`config.mk`:
```
export PLATFORM = sky130hd
export DESIGN_NAME = track_initiation_fsm_flat
export DESIGN_NICKNAME = d
export VERILOG_FILES = /design/src/rtl/tif_pkg.sv /design/src/rtl/tif_ifs.sv /design/src/rtl/tif_cfg_regs.sv /design/src/rtl/tif_in_stage.sv /design/src/rtl/tif_core.sv /design/src/rtl/track_initiation_fsm.sv /design/src/flat_wrapper.sv
export VERILOG_INCLUDE_DIRS = /design/src /design/src/rtl
export SDC_FILE = /design/constraint.sdc
export NUM_CORES = 1
export LEC_CHECK = 0
export BUFFER_PORTS_ARGS = -buffer_cell sky130_fd_sc_hd__buf_2
export CORE_MARGIN = 2
export CORE_UTILIZATION = 50
export DETAILED_ROUTE_END_ITERATION = 8
export GPL_TIMING_DRIVEN = 1
export HOLD_SLACK_MARGIN = 0.08
export PLACE_DENSITY_LB_ADDON = 0.3
export SETUP_SLACK_MARGIN = 0.15
export SLEW_MARGIN = 20
export SYNTH_ARGS = -nofsm -noshare
export SYNTH_HDL_FRONTEND = slang
export SYNTH_HIERARCHICAL = 1
export SYNTH_SLANG_ARGS = --single-unit
```
`constraint.sdc`:
```
create_clock -name clk_i -period 5.7 [get_ports clk_i]
set_input_delay 0.855 -clock clk_i [delete_from_list [all_inputs] [get_ports clk_i]]
set_output_delay 0.855 -clock clk_i [all_outputs]
set_load 0.01 [all_outputs]
```
`src/rtl/track_initiation_fsm_macros.svh`:
```
// assertion macros for the track initiation block
// clocked on clk_i; TIF_ASSERT is disabled by rst_ni in the including module
`ifndef TRACK_INITIATION_FSM_MACROS_SVH
`define TRACK_INITIATION_FSM_MACROS_SVH
`ifndef SYNTHESIS
`define TIF_ASSERT(label, prop) \
  label: assert property (@(posedge clk_i) disable iff (!rst_ni) prop) \
    else $error("track initiation check failed");
`define TIF_ASSERT_ALWAYS(label, prop) \
  label: assert property (@(posedge clk_i) prop) \
    else $error("track initiation check failed");
`else
`define TIF_ASSERT(label, prop)
`define TIF_ASSERT_ALWAYS(label, prop)
`endif
`endif

```
`src/rtl/tif_pkg.sv`:
```
// types and constants of the track initiation block
// no dependencies
`default_nettype none
package tif_pkg;

  localparam int unsigned TimeW   = 32;
  localparam int unsigned LimitW  = 32;
  localparam int unsigned CountW  = 4;
  localparam int unsigned NumberW = 16;
  localparam int unsigned StatusW = 3;
  localparam int unsigned IdW     = 17;
  localparam int unsigned IndexW  = 2;
  localparam int unsigned DataW   = 32;

  localparam logic [LimitW-1:0]  LimitReset   = 32'd45000;
  localparam logic [CountW-1:0]  ConfirmReset = 4'd3;
  localparam logic [NumberW-1:0] NumberReset  = 16'd1001;
  localparam logic [CountW-1:0]  CountMax     = 4'd15;
  localparam logic signed [IdW-1:0] IdNone    = -17'sd1;

  typedef enum logic [1:0] {
    TRK_FREE      = 2'd0,
    TRK_INIT      = 2'd1,
    TRK_CONFIRMED = 2'd2,
    TRK_COASTING  = 2'd3
  } trk_state_e;

  typedef enum logic [StatusW-1:0] {
    STS_FREE      = 3'd0,
    STS_INIT      = 3'd1,
    STS_CONFIRMED = 3'd2,
    STS_COASTING  = 3'd3,
    STS_RESTORED  = 3'd4
  } status_e;

  typedef enum logic [IndexW-1:0] {
    REG_LIFETIME = 2'd0,
    REG_CONFIRM  = 2'd1,
    REG_TRACKNUM = 2'd2
  } reg_idx_e;

  typedef struct packed {
    logic [LimitW-1:0]  lifetime_limit;
    logic [CountW-1:0]  confirm_hits;
    logic [NumberW-1:0] track_number;
  } cfg_t;

  typedef struct packed {
    logic             vld;
    logic             hit_valid;
    logic [TimeW-1:0] time_ms;
  } stage_t;

endpackage
`default_nettype wire

```
`src/rtl/tif_ifs.sv`:
```
// handshake channels of the track initiation block: input, result, config
// depends on tif_pkg
`default_nettype none
interface tif_in_if;
  import tif_pkg::*;
  logic             valid;
  logic             ready;
  logic             hit_valid;
  logic [TimeW-1:0] time_ms;
  modport source (output valid, output hit_valid, output time_ms, input ready);
  modport sink (input valid, input hit_valid, input time_ms, output ready);
endinterface

interface tif_out_if;
  import tif_pkg::*;
  logic                  valid;
  logic                  ready;
  logic [StatusW-1:0]    track_status;
  logic signed [IdW-1:0] reported_id;
  modport source (output valid, output track_status, output reported_id, input ready);
  modport sink (input valid, input track_status, input reported_id, output ready);
endinterface

interface tif_cfg_if;
  import tif_pkg::*;
  logic              valid;
  logic              ready;
  logic [IndexW-1:0] index;
  logic [DataW-1:0]  data;
  modport source (output valid, output index, output data, input ready);
  modport sink (input valid, input index, input data, output ready);
endinterface
`default_nettype wire

```
`src/rtl/tif_cfg_regs.sv`:
```
// configuration register file of the track initiation block
// depends on tif_pkg and tif_cfg_if
`default_nettype none
module tif_cfg_regs (
  input  wire         clk_i,
  input  wire         rst_ni,
  tif_cfg_if.sink     cfg_i,
  output tif_pkg::cfg_t cfg_o
);
  import tif_pkg::*;

  cfg_t cfg_q;
  cfg_t cfg_d;

  assign cfg_i.ready = 1'b1;

  always_comb begin
    cfg_d = cfg_q;
    if (cfg_i.valid) begin
      unique case (reg_idx_e'(cfg_i.index))
        REG_LIFETIME: cfg_d.lifetime_limit = cfg_i.data[LimitW-1:0];
        REG_CONFIRM:  cfg_d.confirm_hits   = cfg_i.data[CountW-1:0];
        REG_TRACKNUM: cfg_d.track_number   = cfg_i.data[NumberW-1:0];
        default:      cfg_d = cfg_q;
      endcase
    end
  end

  always_ff @(posedge clk_i or negedge rst_ni) begin
    if (!rst_ni) begin
      cfg_q.lifetime_limit <= LimitReset;
      cfg_q.confirm_hits   <= ConfirmReset;
      cfg_q.track_number   <= NumberReset;
    end else begin
      cfg_q <= cfg_d;
    end
  end

  assign cfg_o = cfg_q;

endmodule
`default_nettype wire

```
`src/rtl/tif_in_stage.sv`:
```
// input register of the track initiation block
// depends on tif_pkg and tif_in_if
`default_nettype none
module tif_in_stage (
  input  wire            clk_i,
  input  wire            rst_ni,
  tif_in_if.sink         in_i,
  input  wire            adv_i,
  output tif_pkg::stage_t stg_o
);
  import tif_pkg::*;

  logic             vld_q;
  logic             hit_q;
  logic [TimeW-1:0] time_q;
  logic             load;

  assign load       = !vld_q || adv_i;
  assign in_i.ready = load;

  always_ff @(posedge clk_i or negedge rst_ni) begin
    if (!rst_ni) begin
      vld_q <= 1'b0;
    end else if (load) begin
      vld_q <= in_i.valid;
    end
  end

  always_ff @(posedge clk_i) begin
    if (load && in_i.valid) begin
      hit_q  <= in_i.hit_valid;
      time_q <= in_i.time_ms;
    end
  end

  assign stg_o = {vld_q, hit_q, time_q};

endmodule
`default_nettype wire

```
`src/rtl/tif_core.sv`:
```
// track state machine and result register
// depends on tif_pkg and tif_out_if
`default_nettype none
module tif_core (
  input  wire            clk_i,
  input  wire            rst_ni,
  input  wire tif_pkg::cfg_t   cfg_i,
  input  wire tif_pkg::stage_t stg_i,
  output logic           adv_o,
  tif_out_if.source      out_o
);
  import tif_pkg::*;

  trk_state_e           state_q, state_d;
  logic [CountW-1:0]    cnt_q, cnt_d;
  logic [TimeW-1:0]     last_q, last_d;
  logic                 out_vld_q;
  status_e              status_q, status_d;
  logic signed [IdW-1:0] id_q, id_d;

  logic [CountW-1:0] cnt_inc;
  logic [TimeW-1:0]  age;
  logic              expired;
  logic              fire;
  logic signed [IdW-1:0] id_track;

  assign adv_o    = !out_vld_q || out_o.ready;
  assign fire     = adv_o && stg_i.vld;
  assign cnt_inc  = (cnt_q == CountMax) ? cnt_q : cnt_q + 1'b1;
  assign age      = stg_i.time_ms - last_q;
  assign expired  = age > cfg_i.lifetime_limit;
  assign id_track = $signed({1'b0, cfg_i.track_number});

  // next state
  always_comb begin
    state_d = state_q;
    cnt_d   = cnt_q;
    last_d  = last_q;
    unique case (state_q)
      TRK_FREE: begin
        if (stg_i.hit_valid) begin
          cnt_d   = cnt_inc;
          state_d = TRK_INIT;
        end
      end
      TRK_INIT: begin
        if (stg_i.hit_valid) begin
          cnt_d = cnt_inc;
          if (cnt_inc >= cfg_i.confirm_hits) begin
            state_d = TRK_CONFIRMED;
            last_d  = stg_i.time_ms;
          end
        end else begin
          cnt_d   = '0;
          state_d = TRK_FREE;
        end
      end
      TRK_CONFIRMED: begin
        if (stg_i.hit_valid) begin
          last_d = stg_i.time_ms;
        end else begin
          state_d = TRK_COASTING;
        end
      end
      TRK_COASTING: begin
        if (stg_i.hit_valid) begin
          state_d = TRK_CONFIRMED;
        end else if (expired) begin
          state_d = TRK_FREE;
          cnt_d   = '0;
        end
      end
      default: state_d = TRK_FREE;
    endcase
  end

  // result
  always_comb begin
    status_d = STS_FREE;
    id_d     = IdNone;
    unique case (state_q)
      TRK_FREE: begin
        status_d = stg_i.hit_valid ? STS_INIT : STS_FREE;
        id_d     = IdNone;
      end
      TRK_INIT: begin
        status_d = status_e'({1'b0, state_d});
        id_d     = id_track;
      end
      TRK_CONFIRMED: begin
        status_d = stg_i.hit_valid ? STS_CONFIRMED : STS_COASTING;
        id_d     = id_track;
      end
      TRK_COASTING: begin
        if (stg_i.hit_valid) begin
          status_d = STS_RESTORED;
          id_d     = id_track;
        end else if (expired) begin
          status_d = STS_FREE;
          id_d     = IdNone;
        end else begin
          status_d = STS_COASTING;
          id_d     = id_track;
        end
      end
      default: begin
        status_d = STS_FREE;
        id_d     = IdNone;
      end
    endcase
  end

  always_ff @(posedge clk_i or negedge rst_ni) begin
    if (!rst_ni) begin
      state_q   <= TRK_FREE;
      cnt_q     <= '0;
      last_q    <= '0;
      out_vld_q <= 1'b0;
    end else begin
      if (adv_o) begin
        out_vld_q <= stg_i.vld;
      end
      if (fire) begin
        state_q <= state_d;
        cnt_q   <= cnt_d;
        last_q  <= last_d;
      end
    end
  end

  always_ff @(posedge clk_i) begin
    if (fire) begin
      status_q <= status_d;
      id_q     <= id_d;
    end
  end

  assign out_o.valid        = out_vld_q;
  assign out_o.track_status = status_q;
  assign out_o.reported_id  = id_q;

endmodule
`default_nettype wire

```
`src/rtl/track_initiation_fsm.sv`:
```
// Single-track radar initiation / confirm / coast / delete block.
// Channels: in_i carries one radar interval per word (hit_valid, time_ms);
// out_o returns one word per interval (track_status, reported_id, -1 when
// no track exists); cfg_i writes lifetime_limit (0), confirm_hits (1) and
// track_number (2), other indexes are ignored; cfg_i is always ready.
// An accepted word is registered in the input stage; the state update and
// result are computed from it and registered in the result register.
// Words are taken at one per cycle while out_o accepts results; the state
// update lies combinationally between the input and result registers.
// Reset puts the track in free with a zero hit count and last hit time, and
// restores the configuration to 45000 ms, 3 hits and id 1001.
// When out_o stalls, the result register holds and the input stage still
// takes a word if it is empty; then in_i.ready drops until the result leaves.
// Depends on tif_pkg, tif_ifs and track_initiation_fsm_macros.svh.
`default_nettype none
`include "track_initiation_fsm_macros.svh"
module track_initiation_fsm (
  input  wire      clk_i,
  input  wire      rst_ni,
  tif_in_if.sink   in_i,
  tif_out_if.source out_o,
  tif_cfg_if.sink  cfg_i
);
  import tif_pkg::*;

  cfg_t   cfg;
  stage_t stg;
  logic   adv;

  tif_cfg_regs u_cfg (
    .clk_i  (clk_i),
    .rst_ni (rst_ni),
    .cfg_i  (cfg_i),
    .cfg_o  (cfg)
  );

  tif_in_stage u_in (
    .clk_i  (clk_i),
    .rst_ni (rst_ni),
    .in_i   (in_i),
    .adv_i  (adv),
    .stg_o  (stg)
  );

  tif_core u_core (
    .clk_i  (clk_i),
    .rst_ni (rst_ni),
    .cfg_i  (cfg),
    .stg_i  (stg),
    .adv_o  (adv),
    .out_o  (out_o)
  );

  `TIF_ASSERT(a_live_id, out_o.valid && out_o.track_status >= STS_CONFIRMED |-> !out_o.reported_id[IdW-1])
  `TIF_ASSERT(a_stage_held, (stg.vld && !adv) |=> stg.vld)
  `TIF_ASSERT(a_out_source, $rose(out_o.valid) |-> $past(stg.vld))

endmodule
`default_nettype wire

```
`src/flat_wrapper.sv`:
```
// flat-port wrapper written by rule: the top's interface ports become plain ports
module track_initiation_fsm_flat import tif_pkg::*;
  (clk_i, rst_ni, in_i_valid, in_i_hit_valid, in_i_time_ms, in_i_ready, out_o_valid, out_o_track_status, out_o_reported_id, out_o_ready, cfg_i_valid, cfg_i_index, cfg_i_data, cfg_i_ready);
  tif_in_if in_i_i ();
  tif_out_if out_o_i ();
  tif_cfg_if cfg_i_i ();
  input  wire clk_i;
  input  wire rst_ni;
  input wire logic [$bits(in_i_i.valid)-1:0] in_i_valid;
  input wire logic [$bits(in_i_i.hit_valid)-1:0] in_i_hit_valid;
  input wire logic [$bits(in_i_i.time_ms)-1:0] in_i_time_ms;
  output wire logic [$bits(in_i_i.ready)-1:0] in_i_ready;
  output wire logic [$bits(out_o_i.valid)-1:0] out_o_valid;
  output wire logic [$bits(out_o_i.track_status)-1:0] out_o_track_status;
  output wire logic [$bits(out_o_i.reported_id)-1:0] out_o_reported_id;
  input wire logic [$bits(out_o_i.ready)-1:0] out_o_ready;
  input wire logic [$bits(cfg_i_i.valid)-1:0] cfg_i_valid;
  input wire logic [$bits(cfg_i_i.index)-1:0] cfg_i_index;
  input wire logic [$bits(cfg_i_i.data)-1:0] cfg_i_data;
  output wire logic [$bits(cfg_i_i.ready)-1:0] cfg_i_ready;
  assign in_i_i.valid = in_i_valid;
  assign in_i_i.hit_valid = in_i_hit_valid;
  assign in_i_i.time_ms = in_i_time_ms;
  assign in_i_ready = in_i_i.ready;
  assign out_o_valid = out_o_i.valid;
  assign out_o_track_status = out_o_i.track_status;
  assign out_o_reported_id = out_o_i.reported_id;
  assign out_o_i.ready = out_o_ready;
  assign cfg_i_i.valid = cfg_i_valid;
  assign cfg_i_i.index = cfg_i_index;
  assign cfg_i_i.data = cfg_i_data;
  assign cfg_i_ready = cfg_i_i.ready;
  track_initiation_fsm u_core (.clk_i(clk_i), .rst_ni(rst_ni), .in_i(in_i_i), .out_o(out_o_i), .cfg_i(cfg_i_i));
endmodule
```
==> results.json, run 1 <==
{
  "run_status": "finished clean",
  "max_freq_mhz": 196.5,
  "clock_tree.buffer_depth": 2,
  "p_leak_nw": 4.367,
  "synth_edf_count": 53,
  "r2r_cells": 20,
  "cell_area_after_synthesis_mm2": 0.008278,
  "final_net_count": 995,
  "clock_tree.htree_level_count": 4,
  "pin_count_of_the_biggest_net_entering_global_routing": 58,
  "r2r_start": "u_core/u_in/time_q[0]",
  "synth_register_bits": 145,
  "clock_insertion_delay_worst_skew_ns": 0.42,
  "multiInputGateArea_mm2": 0.003940,
  "drive_gt1_share_pct": 25.72,
  "routed_wirelength_um": 16490,
  "yosys.area.top_type": "sky130_fd_sc_hd__dfrtp_1",
  "maximum_fanout_along_the_worst_path": 16,
  "finClkSkew_ns": 0.009167,
  "drt-vias-per-instance": 5.308,
  "cts_sink_cnt": 145,
  "max_slew_margin_pct": 27.36,
  "portBuffers": 93,
  "min_path_type": "primary input to async pin",
  "synth_compound_area_share_pct": 16.46,
  "synth_xor_xnor_area_share_pct": 2.751,
  "grt_antenna_before_repair": 0,
  "fin_tns_setup_ns": 0,
  "drc_errors": 0,
  "setup_viol_count_final": 0,
  "yosys.area_share.adder_pct": 11.12,
  "post_cts_buffers": 0,
  "grt_setup_unrepaired": "false",
  "ff_latch_area_mm2": 0.003916,
  "fillers": 1376,
  "dp_worst_setup_slack_ns": 0.5034,
  "vertical_die_dimension_um": 132.7,
  "netlist_top_cells_count": "sky130_fd_sc_hd__inv_1, sky130_fd_sc_hd__dfrtp_1, sky130_fd_sc_hd__ha_1, sky130_fd_sc_hd__edfxtp_1, sky130_fd_sc_hd__mux2_2",
  "critical_path_data_required_time_ns": 5.87,
  "r2r_slack_ns": 0.61,
  "post_synth_and_or_nand_nor_area_fraction_pct": 9.205,
  "initial_core_util_pct": 50.45,
  "multiplexer_share_of_the_synthesized_area_pct": 7.845,
  "timing.critical_path.slowest_cell_delay_ns": 0.40,
  "yosys_most_used_dff": "sky130_fd_sc_hd__dfrtp_1",
  "worst_setup_path_end_kind": "flip-flop",
  "worst_path_max_delay_cell": "sky130_fd_sc_hd__and2_1",
  "row_count": 47,
  "synth_top_family_by_area": "compound AO/OA/AOI/OAI gates",
  "drv.max_cap_violation_count": 0,
  "detailedRoute.firstPassIterationCount": 4,
  "layout.cell_area.non_filler_mm2": 0.009575,
  "antenna_cells": 0,
  "post-synth-top-count-cell": "sky130_fd_sc_hd__inv_1",
  "cts.repair.resized": 0,
  "critical_path.reg2reg.endpoint": "u_core/u_core/out_o.reported_id[11]",
  "async_sr_flop_fraction_pct": 63.45,
  "timing.final.hold_violations": 0,
  "syn_nets": 904,
  "timing_worst_setup_path_type": "flip-flop to flip-flop",
  "drt_iter0_drc": 277,
  "post_drt_wl_per_cell_um": 15.22,
  "vdd_drop_max_mv": 0.2474,
  "core-area_mm2": 0.01641,
  "grtUsageTotal_pct": 19.58,
  "layout_setup_ws_ns": 0.6100,
  "tritoncts": "done",
  "holdBufCountCts": 0,
  "synthesis.instances": 759,
  "period_share_pct": 89.30,
  "count_of_nets_left_with_antenna_violations_after_detail_routing": 0,
  "finalHoldWorstSlack_ns": 0.3861,
  "place_congestion": 0.8625,
  "yosys.cell_types.count": 73,
  "cts_root_buffer": "sky130_fd_sc_hd__clkbuf_16",
  "routed-via-count": 5749,
  "die_width_um": 132.7,
  "timing.critical_path.from_type": "flip-flop",
  "yosys.area.top_type_share_pct": 22.37,
  "globalRoute.totalOverflow": 0,
  "period_minus_slack_ns": 5.090,
  "cts_buffers": 17,
  "synth_seq_area_share_pct": 47.31,
  "syn_avg_cell_area_um2": 10.91,
  "finalMaxSlewViolations": 0,
  "via_count_of_the_first_global_routing_pass": 5814,
  "first_pass_grt_wire_length_um": 27730,
  "yosys-top-cells-area": "sky130_fd_sc_hd__dfrtp_1, sky130_fd_sc_hd__edfxtp_1, sky130_fd_sc_hd__ha_1",
  "clock_slew_seen_by_the_registers_of_the_worst_setup_and_hold_paths_ns": 0.06,
  "ioPinCount": 95,
  "cp_cell_sequence": "inv_1 -> ha_1 -> inv_1 -> fa_1 -> a21o_1 -> a21oi_1 -> o21ai_1 -> a211oi_2 -> nor3_2 -> a221oi_4 -> nor4_1 -> or3_1 -> ha_1 -> nand4_1 -> nor4_2 -> nand3_1 -> a22oi_1 -> and2_1 -> o21ai_2 -> a21o_1",
  "placedInstanceArea_mm2": 0.008927,
  "hpwl_um": 11900,
  "floorplan.die_area_mm2": 0.01760,
  "pwr_per_cell_area_mw_per_mm2": 566.1,
  "transition_time_of_the_tightest_slew_check_pin_ns": 1.086,
  "worst-endpoint-arrival_ns": 5.26,
  "synthesis.yosys.warnings": 6,
  "flow.area_growth_from_synthesis_pct": 15.67
}
==> worst max-delay path, delay by kind of cell (launching register included) <==
kind | cells | cell delay (ns)
AOI/OAI and AO/OA | 8 | 1.88
and+or+nand+nor | 7 | 1.58
buffers and inverters | 2 | 0.13
DFF | 1 | 0.38
adders and majority gates | 3 | 0.86
==> where the power goes <==
part | leakage (nW) | switching [W] | total, W | internal, W
logic | 2.47 | 0.00151 | 0.00267 | 0.00117
clock network | 0.312 | 0.000436 | 0.00121 | 0.000773
registers | 1.58 | 0.000124 | 0.00154 | 0.00141
total | 4.37 | 0.00207 | 0.00542 | 0.00335
==> cell families (layout without fill, tap and decap cells) <==
logic type,after synthesis,in the layout
XOR/XNOR,26,26
AND/OR/NAND/NOR,146,146
other,1,1
flip-flops,145,145
buffers and inverters,106,210
multiplexers,58,58
adder cells (fa/ha/maj),73,73
AO/OA/AOI/OAI,204,204
==> registers in the layout, indices dropped and copies added, names as in the netlist <==
name and cells:
u_core/u_cfg/cfg_o 52, u_core/u_core/cnt_q 4, u_core/u_core/last_q 32, u_core/u_core/out_o.reported_id 17, u_core/u_core/out_o.track_status 3, u_core/u_core/out_o.valid 1
u_core/u_core/state_q 2, u_core/u_in/hit_q 1, u_core/u_in/time_q 32, u_core/u_in/vld_q 1
==> worst max path at each step <==
| stage | to | slack (ns) | start | cells past startpoint |
|---|---|---|---|---|
| floorplan | u_core/u_core/out_o.reported_id[0] | 1.12 | u_core/u_in/time_q[0] | 22 |
| finish | u_core/u_core/out_o.reported_id[11] | 0.61 | u_core/u_in/time_q[0] | 20 |
| detailed placement | u_core/u_core/out_o.reported_id[15] | 0.50 | u_core/u_in/time_q[0] | 20 |
| global route | u_core/u_core/out_o.reported_id[7] | 0.19 | u_core/u_in/time_q[0] | 20 |
| CTS | u_core/u_core/out_o.reported_id[14] | 0.49 | u_core/u_in/time_q[0] | 20 |
| global placement | u_core/u_core/out_o.reported_id[9] | 0.68 | u_core/u_in/time_q[0] | 20 |
==> routing by layer <==
layer	part of all wire, %	vias to the layer above	track usage, %
met5	0	-	0
met3	3.6	19	3.640
li1	-	2907	-
met1	49	2698	27.09
met2	46	125	31.23
met4	1.5	0	6.571
==> layout make-up <==
type | count | area share [%]
repair buffers | 97 | 5.201
flip-flops and latches | 145 | 40.90
inverters | 81 | 3.175
clock buffers | 17 | 4.443
well taps | 220 | 2.875
multi-input cells | 508 | 41.15
clock inverters | 15 | 2.261
==> cells in the final DEF (no fill, tap or decap), types with 3 or more instances in the layout <==
cell | Yosys | final
sky130_fd_sc_hd__buf_2 | 3 | 92
sky130_fd_sc_hd__inv_1 | 81 | 81
sky130_fd_sc_hd__dfrtp_1 | 74 | 74
sky130_fd_sc_hd__ha_1 | 72 | 72
sky130_fd_sc_hd__mux2_2 | 53 | 53
sky130_fd_sc_hd__edfxtp_1 | 53 | 53
sky130_fd_sc_hd__nand2_1 | 51 | 51
sky130_fd_sc_hd__o21ai_0 | 50 | 50
sky130_fd_sc_hd__a21o_1 | 42 | 42
sky130_fd_sc_hd__a21oi_1 | 42 | 42
sky130_fd_sc_hd__nor2_1 | 23 | 23
sky130_fd_sc_hd__dfstp_2 | 18 | 18
sky130_fd_sc_hd__xnor2_1 | 18 | 18
sky130_fd_sc_hd__clkbuf_16 | 0 | 17
sky130_fd_sc_hd__nand3_1 | 13 | 13
sky130_fd_sc_hd__o211ai_1 | 12 | 12
sky130_fd_sc_hd__nand4_1 | 9 | 9
sky130_fd_sc_hd__nor3_1 | 8 | 8
sky130_fd_sc_hd__o21bai_1 | 8 | 8
sky130_fd_sc_hd__xor2_1 | 8 | 8
sky130_fd_sc_hd__a31oi_1 | 7 | 7
sky130_fd_sc_hd__o21a_1 | 6 | 6
sky130_fd_sc_hd__nand2b_1 | 6 | 6
sky130_fd_sc_hd__clkinv_2 | 0 | 5
sky130_fd_sc_hd__bufinv_16 | 0 | 5
sky130_fd_sc_hd__buf_4 | 3 | 5
sky130_fd_sc_hd__and3_1 | 5 | 5
sky130_fd_sc_hd__and2_1 | 5 | 5
sky130_fd_sc_hd__nor2b_1 | 5 | 5
sky130_fd_sc_hd__a211oi_1 | 5 | 5
sky130_fd_sc_hd__clkinv_4 | 0 | 3
sky130_fd_sc_hd__mux2i_1 | 3 | 3
sky130_fd_sc_hd__a21bo_2 | 3 | 3
==> stage by stage <==
stage / utilization, % / std cells / power (W)
floorplan: - / 759 / 0.003584
global placement: 54.41 / 1051 / 0.004124
detailed placement: 54.41 / 1051 / 0.004188
CTS: 58.32 / 1083 / 0.005447
global route: 58.36 / 1083 / 0.005880
finish: 58.36 / 1083 / 0.005420
Power figures use the tool's default switching activity.
==> run 2: changes to the inputs <==
--- a/config.mk
+++ b/config.mk
@@ -8,7 +8,7 @@
 export LEC_CHECK = 0
 export BUFFER_PORTS_ARGS = -buffer_cell sky130_fd_sc_hd__buf_2
 export CORE_MARGIN = 2
-export CORE_UTILIZATION = 50
+export CORE_UTILIZATION = 59
 export DETAILED_ROUTE_END_ITERATION = 8
 export GPL_TIMING_DRIVEN = 1
 export HOLD_SLACK_MARGIN = 0.08
==> results.json, run 2 (synthesis gave the netlist of run 1 again) <==
{
  "run_status": "finished clean",
  "drc_errors": 0,
  "timing.critical_path.from_type": "flip-flop",
  "grt_setup_unrepaired": "false",
  "report.power.total_w": 0.005343,
  "worst_setup_path_end_kind": "flip-flop",
  "final_net_count": 994,
  "first_pass_grt_wire_length_um": 28420,
  "routed-via-count": 6004,
  "cp_cell_sequence": "ha_1 -> a211oi_1 -> o21ai_0 -> a221oi_1 -> nand3_1 -> a21oi_1 -> o21ba_2 -> mux2i_1 -> nand2_1 -> ha_1 -> nand4_1 -> nor4_2 -> nand3_1 -> a22oi_1 -> and2_2 -> o21ai_2 -> a21o_1",
  "via_count_of_the_first_global_routing_pass": 6073,
  "min_path_type": "primary input to async pin",
  "worst-endpoint-arrival_ns": 5.22,
  "timing.critical_path.slowest_cell_delay_ns": 0.43,
  "max_freq_mhz": 198.4,
  "initial_core_util_pct": 60.10,
  "core-area_mm2": 0.01377,
  "setup_viol_count_final": 0,
  "routed_wirelength_um": 17380,
  "finalMaxSlewViolations": 0,
  "row_count": 43,
  "cts_buffers": 17,
  "pin_count_of_the_biggest_net_entering_global_routing": 63,
  "grt_antenna_before_repair": 0,
  "globalRoute.totalOverflow": 0,
  "clock_insertion_delay_worst_skew_ns": 0.43,
  "place_congestion": 0.8903,
  "post_drt_wl_per_cell_um": 16.68,
  "worst_path_max_delay_cell": "sky130_fd_sc_hd__a221oi_1",
  "r2r_cells": 17,
  "largest_reg_flops": 52,
  "drv.max_cap_violation_count": 0,
  "max_slew_margin_pct": 53.40,
  "maximum_fanout_along_the_worst_path": 16,
  "final_cell_mix": "sky130_fd_sc_hd__buf_2, sky130_fd_sc_hd__inv_1, sky130_fd_sc_hd__dfrtp_1",
  "vdd_drop_max_mv": 0.3381,
  "drt_iter0_drc": 396,
  "period_share_pct": 88.41,
  "grtUsageTotal_pct": 24.37,
  "drive_gt1_share_pct": 25.75,
  "die_width_um": 122.5,
  "finClkSkew_ns": 0.01004,
  "p_leak_nw": 4.324,
  "timing_worst_setup_path_type": "flip-flop to flip-flop",
  "floorplan.die_area_mm2": 0.01499,
  "clock_slew_seen_by_the_registers_of_the_worst_setup_and_hold_paths_ns": 0.06,
  "antenna_cells": 0,
  "cts_root_buffer": "sky130_fd_sc_hd__clkbuf_16",
  "portBuffers": 93,
  "vertical_die_dimension_um": 122.5,
  "clock_tree.buffer_depth": 2,
  "fin_tns_setup_ns": 0,
  "tritoncts": "done",
  "hpwl_um": 12610,
  "flow.area_growth_from_synthesis_pct": 13.94,
  "period_minus_slack_ns": 5.039,
  "clock_tree.htree_level_count": 4,
  "critical_path_data_required_time_ns": 5.88,
  "detailedRoute.firstPassIterationCount": 6,
  "pwr_per_cell_area_mw_per_mm2": 566.5,
  "drt-vias-per-instance": 5.762,
  "count_of_nets_left_with_antenna_violations_after_detail_routing": 0,
  "cts_sink_cnt": 145,
  "transition_time_of_the_tightest_slew_check_pin_ns": 0.6989,
  "ioPinCount": 95,
  "timing.final.hold_violations": 0,
  "layout_commonest_cell": "sky130_fd_sc_hd__buf_2"
}
run 2: layer usage:
layer,vias up,global-route usage (%),wire [µm]
met2,177,42.92,8700
met4,0,7.974,332
li1,2911,-,-
met1,2888,29.84,7509
met5,-,0,0
met3,28,5.158,840
run 2: repair_timing:
action / 4_1_cts / 5_1_grt
hold buffers: 0 / 0
setup buffers: 0 / 0
gates resized for setup: 0 / 2
setup endpoints to repair: 0 / 17
run 2: stage by stage:
| step | std cells | setup WS [ns] | instance area [µm²] | hold slack [ns] | utilization [%] |
|---|---|---|---|---|---|
| floorplan | 759 | 1.118 | 8278 | 0.4581 | - |
| global placement | 1010 | 0.6640 | 8870 | 0.4794 | 64.40 |
| detailed placement | 1010 | 0.4697 | 8870 | 0.4844 | 64.40 |
| CTS | 1042 | 0.4258 | 9423 | 0.4386 | 68.41 |
| global route | 1042 | 0.2833 | 9432 | 0.4648 | 68.48 |
| finish | 1042 | 0.6605 | 9432 | 0.4225 | 68.48 |
run 2: layout make-up:
cell class	count	area, µm²
Tap cell	180	225.2
Clock buffer	19	442.9
Timing Repair Buffer	96	490.5
Multi-Input combinational cell	508	3943
Clock inverter	13	110.1
Fill cell	1056	4342
Sequential cell	145	3916
Inverter	81	304.0
run 2: path summary, 6_finish.rpt:
path	from	endpoint	slack, ns
max	u_core/u_in/time_q[14]	u_core/u_core/out_o.reported_id[0]	0.66
min	rst_ni	u_core/u_core/cnt_q[2]	0.42
max reg2reg	u_core/u_in/time_q[14]	u_core/u_core/out_o.reported_id[0]	0.66
min reg2reg	u_core/u_in/time_q[12]	u_core/u_core/last_q[12]	0.50
max in group asynchronous	rst_ni	u_core/u_cfg/cfg_o[4]	4.22
min in group clk_i	u_core/u_in/time_q[12]	u_core/u_core/last_q[12]	0.50
run 2: power by group:
part           total (W)  internal (W)  switching, W
combinational    0.00275       0.00118       0.00157
sequential       0.00154       0.00141      0.000129
clock            0.00105      0.000609      0.000438
run 2: critical path: cells and delay by family, from the launching register on:
family	cells	cell delay, ns
muxes	1	0.22
AOI/OAI and AO/OA	8	2.24
adders and majority gates	2	0.72
and+or+nand+nor	6	1.20
DFF	1	0.39
==> run 3: changes to the inputs <==
--- a/config.mk
+++ b/config.mk
@@ -8,7 +8,7 @@
 export LEC_CHECK = 0
 export BUFFER_PORTS_ARGS = -buffer_cell sky130_fd_sc_hd__buf_2
 export CORE_MARGIN = 2
-export CORE_UTILIZATION = 59
+export CORE_UTILIZATION = 53
 export DETAILED_ROUTE_END_ITERATION = 8
 export GPL_TIMING_DRIVEN = 1
 export HOLD_SLACK_MARGIN = 0.08
==> constraint.sdc (replaced) <==
create_clock -name clk_i -period 4.4 [get_ports clk_i]
set_input_delay 0.66 -clock clk_i [delete_from_list [all_inputs] [get_ports clk_i]]
set_output_delay 0.66 -clock clk_i [all_outputs]
set_load 0.01 [all_outputs]
==> results.json, run 3 (synthesis gave the netlist of run 1 again) <==
{
  "transition_time_of_the_tightest_slew_check_pin_ns": 0.8240,
  "groute.layer.met3.usage_pct": 5.780,
  "via_count_of_the_first_global_routing_pass": 6155,
  "vertical_die_dimension_um": 129.0,
  "drc_errors": 0,
  "tritoncts": "done",
  "multiInputGateArea_mm2": 0.004118,
  "drive_gt1_share_pct": 32.02,
  "layout_setup_ws_ns": -0.1902,
  "globalRoute.totalOverflow": 0,
  "period_minus_slack_ns": 4.590,
  "worst_setup_path_startpoint": "u_core/u_in/time_q[7]",
  "fin_tns_setup_ns": -3.422,
  "antenna_cells": 0,
  "p_leak_nw": 4.634,
  "grt_antenna_before_repair": 0,
  "grt_setup_unrepaired": "true",
  "worst_setup_path_end_kind": "flip-flop",
  "floorplan.die_area_mm2": 0.01663,
  "core-area_mm2": 0.01526,
  "r2r_cells": 18,
  "run_status": "complete, but fails checks",
  "layout.cell_area.non_filler_mm2": 0.01008,
  "layout_commonest_cell": "sky130_fd_sc_hd__buf_2",
  "r2r_start": "u_core/u_in/time_q[7]",
  "fillers": 1190,
  "cts_sink_cnt": 145,
  "drv.max_cap_violation_count": 0,
  "die_width_um": 129.0,
  "detailedRoute.firstPassIterationCount": 5,
  "drt_iter0_drc": 502,
  "placedInstanceArea_mm2": 0.009203,
  "clock_tree.buffer_depth": 2,
  "count_of_nets_left_with_antenna_violations_after_detail_routing": 0,
  "finalMaxSlewViolations": 0,
  "clock_insertion_delay_worst_skew_ns": 0.43,
  "min_path_type": "primary input to async pin",
  "routed_wirelength_um": 17910,
  "final_cells": 1123,
  "first_pass_grt_wire_length_um": 29310,
  "routed-via-count": 6192,
  "cts_buffers": 17,
  "met1_usage_pct": 27.95,
  "period_share_pct": 104.3,
  "timing.critical_path.from_type": "flip-flop",
  "final_net_count": 1044,
  "pin_count_of_the_biggest_net_entering_global_routing": 64,
  "timing_worst_setup_path_type": "flip-flop to flip-flop",
  "place_congestion": 0.9106,
  "setup_viol_count_final": 24,
  "clock_slew_seen_by_the_registers_of_the_worst_setup_and_hold_paths_ns": 0.06,
  "max_slew_margin_pct": 45.07,
  "grtUsageTotal_pct": 22.50,
  "max_freq_mhz": 217.9,
  "report.power.total_w": 0.007699,
  "top_usage_layer": "met2",
  "vdd_drop_max_mv": 0.4743,
  "holdBufCountCts": 0,
  "critical_path_data_required_time_ns": 4.69,
  "pwr_per_cell_area_mw_per_mm2": 763.9,
  "maximum_fanout_along_the_worst_path": 8,
  "drt-vias-per-instance": 5.514,
  "hpwl_um": 12610,
  "portBuffers": 93,
  "clock_tree.htree_level_count": 4,
  "final_cell_mix": "sky130_fd_sc_hd__buf_2, sky130_fd_sc_hd__inv_1, sky130_fd_sc_hd__dfrtp_1",
  "flow.area_growth_from_synthesis_pct": 21.75,
  "ff_latch_area_mm2": 0.003916,
  "initial_core_util_pct": 54.25,
  "cts_root_buffer": "sky130_fd_sc_hd__clkbuf_16",
  "ioPinCount": 95,
  "largest_reg_flops": 52,
  "post_drt_wl_per_cell_um": 15.95,
  "placedCellCount": 1077,
  "violations": "negative setup slack",
  "grt.met2_usage_pct": 39.15,
  "worst-endpoint-arrival_ns": 4.88,
  "row_count": 45,
  "finClkSkew_ns": 0.007911,
  "timing.final.hold_violations": 0,
  "layout.core_utilization_pct": 66.05
}
run 3: changes by cell type in the layout (fill, tap and decap cells not counted), sizes merged:
cell,change
clkinv,-4
inv,+2
bufinv,-1
buf,+49
clkinvlp,+2
clkbuf,+1
o21ai,+1
run 3: path summary, 6_finish.rpt:
kind                       slack (ns)                                  to
min in group clk_i               0.40              u_core/u_in/time_q[12]
setup reg to reg                -0.19  u_core/u_core/out_o.reported_id[2]
max in group asynchronous        3.15               u_core/u_cfg/cfg_o[3]
setup / recovery                -0.19  u_core/u_core/out_o.reported_id[2]
hold / removal                   0.32            u_core/u_core/last_q[31]
hold reg to reg                  0.49              u_core/u_cfg/cfg_o[50]
run 3: critical path, cell delays in order (launching register included):
cell and delay (ns):
sky130_fd_sc_hd__edfxtp_1 0.43, sky130_fd_sc_hd__ha_1 0.38, sky130_fd_sc_hd__a21o_1 0.23, sky130_fd_sc_hd__nor3_1 0.31
sky130_fd_sc_hd__o21ai_4 0.13, sky130_fd_sc_hd__a211oi_2 0.30, sky130_fd_sc_hd__nor3_4 0.08, sky130_fd_sc_hd__a221oi_4 0.31
sky130_fd_sc_hd__nor4_1 0.07, sky130_fd_sc_hd__or3_1 0.40, sky130_fd_sc_hd__ha_4 0.30, sky130_fd_sc_hd__nand4_1 0.15
sky130_fd_sc_hd__buf_4 0.20, sky130_fd_sc_hd__o41ai_4 0.30, sky130_fd_sc_hd__a22oi_1 0.14, sky130_fd_sc_hd__and2_4 0.19
sky130_fd_sc_hd__buf_6 0.12, sky130_fd_sc_hd__o21ai_4 0.28, sky130_fd_sc_hd__a21o_1 0.14
run 3: layer usage:
metal  part of all wire (%)  vias up
li1                       -     2998
met1                     43     2977
met2                     50      194
met3                    4.8       23
met4                    1.5        0
met5                      0        -
run 3: through the flow:
step	hold WS [ns]	setup slack, ns
floorplan	0.3644	0.1413
global placement	0.4705	-0.06502
detailed placement	0.4779	-0.2219
CTS	0.3561	-0.02737
global route	0.3843	-0.3751
finish	0.3202	-0.1902
run 3: timing repair:
action | CTS | global route
buffers inserted | 6 | 7
cloned | 1 | 0
setup endpoints to repair | 25 | 25
gates resized for setup | 18 | 15
pin swaps | 17 | 11
run 3: final cells by class:
class / count / area share, %
clock buffer: 20 / 4.854
clock inverter: 12 / 0.9187
inverter: 81 / 3.017
multi-input combinational: 509 / 40.86
sequential: 145 / 38.86
tap: 211 / 2.619
timing repair buffer: 145 / 8.876
run 3: power breakdown:
| group | leakage (nW) | internal, W | switching, W |
|---|---|---|---|
| combinational | 2.77 | 0.00202 | 0.00229 |
| clock | 0.276 | 0.000809 | 0.000585 |
| sequential | 1.58 | 0.00183 | 0.000162 |
| total | 4.63 | 0.00466 | 0.00304 |
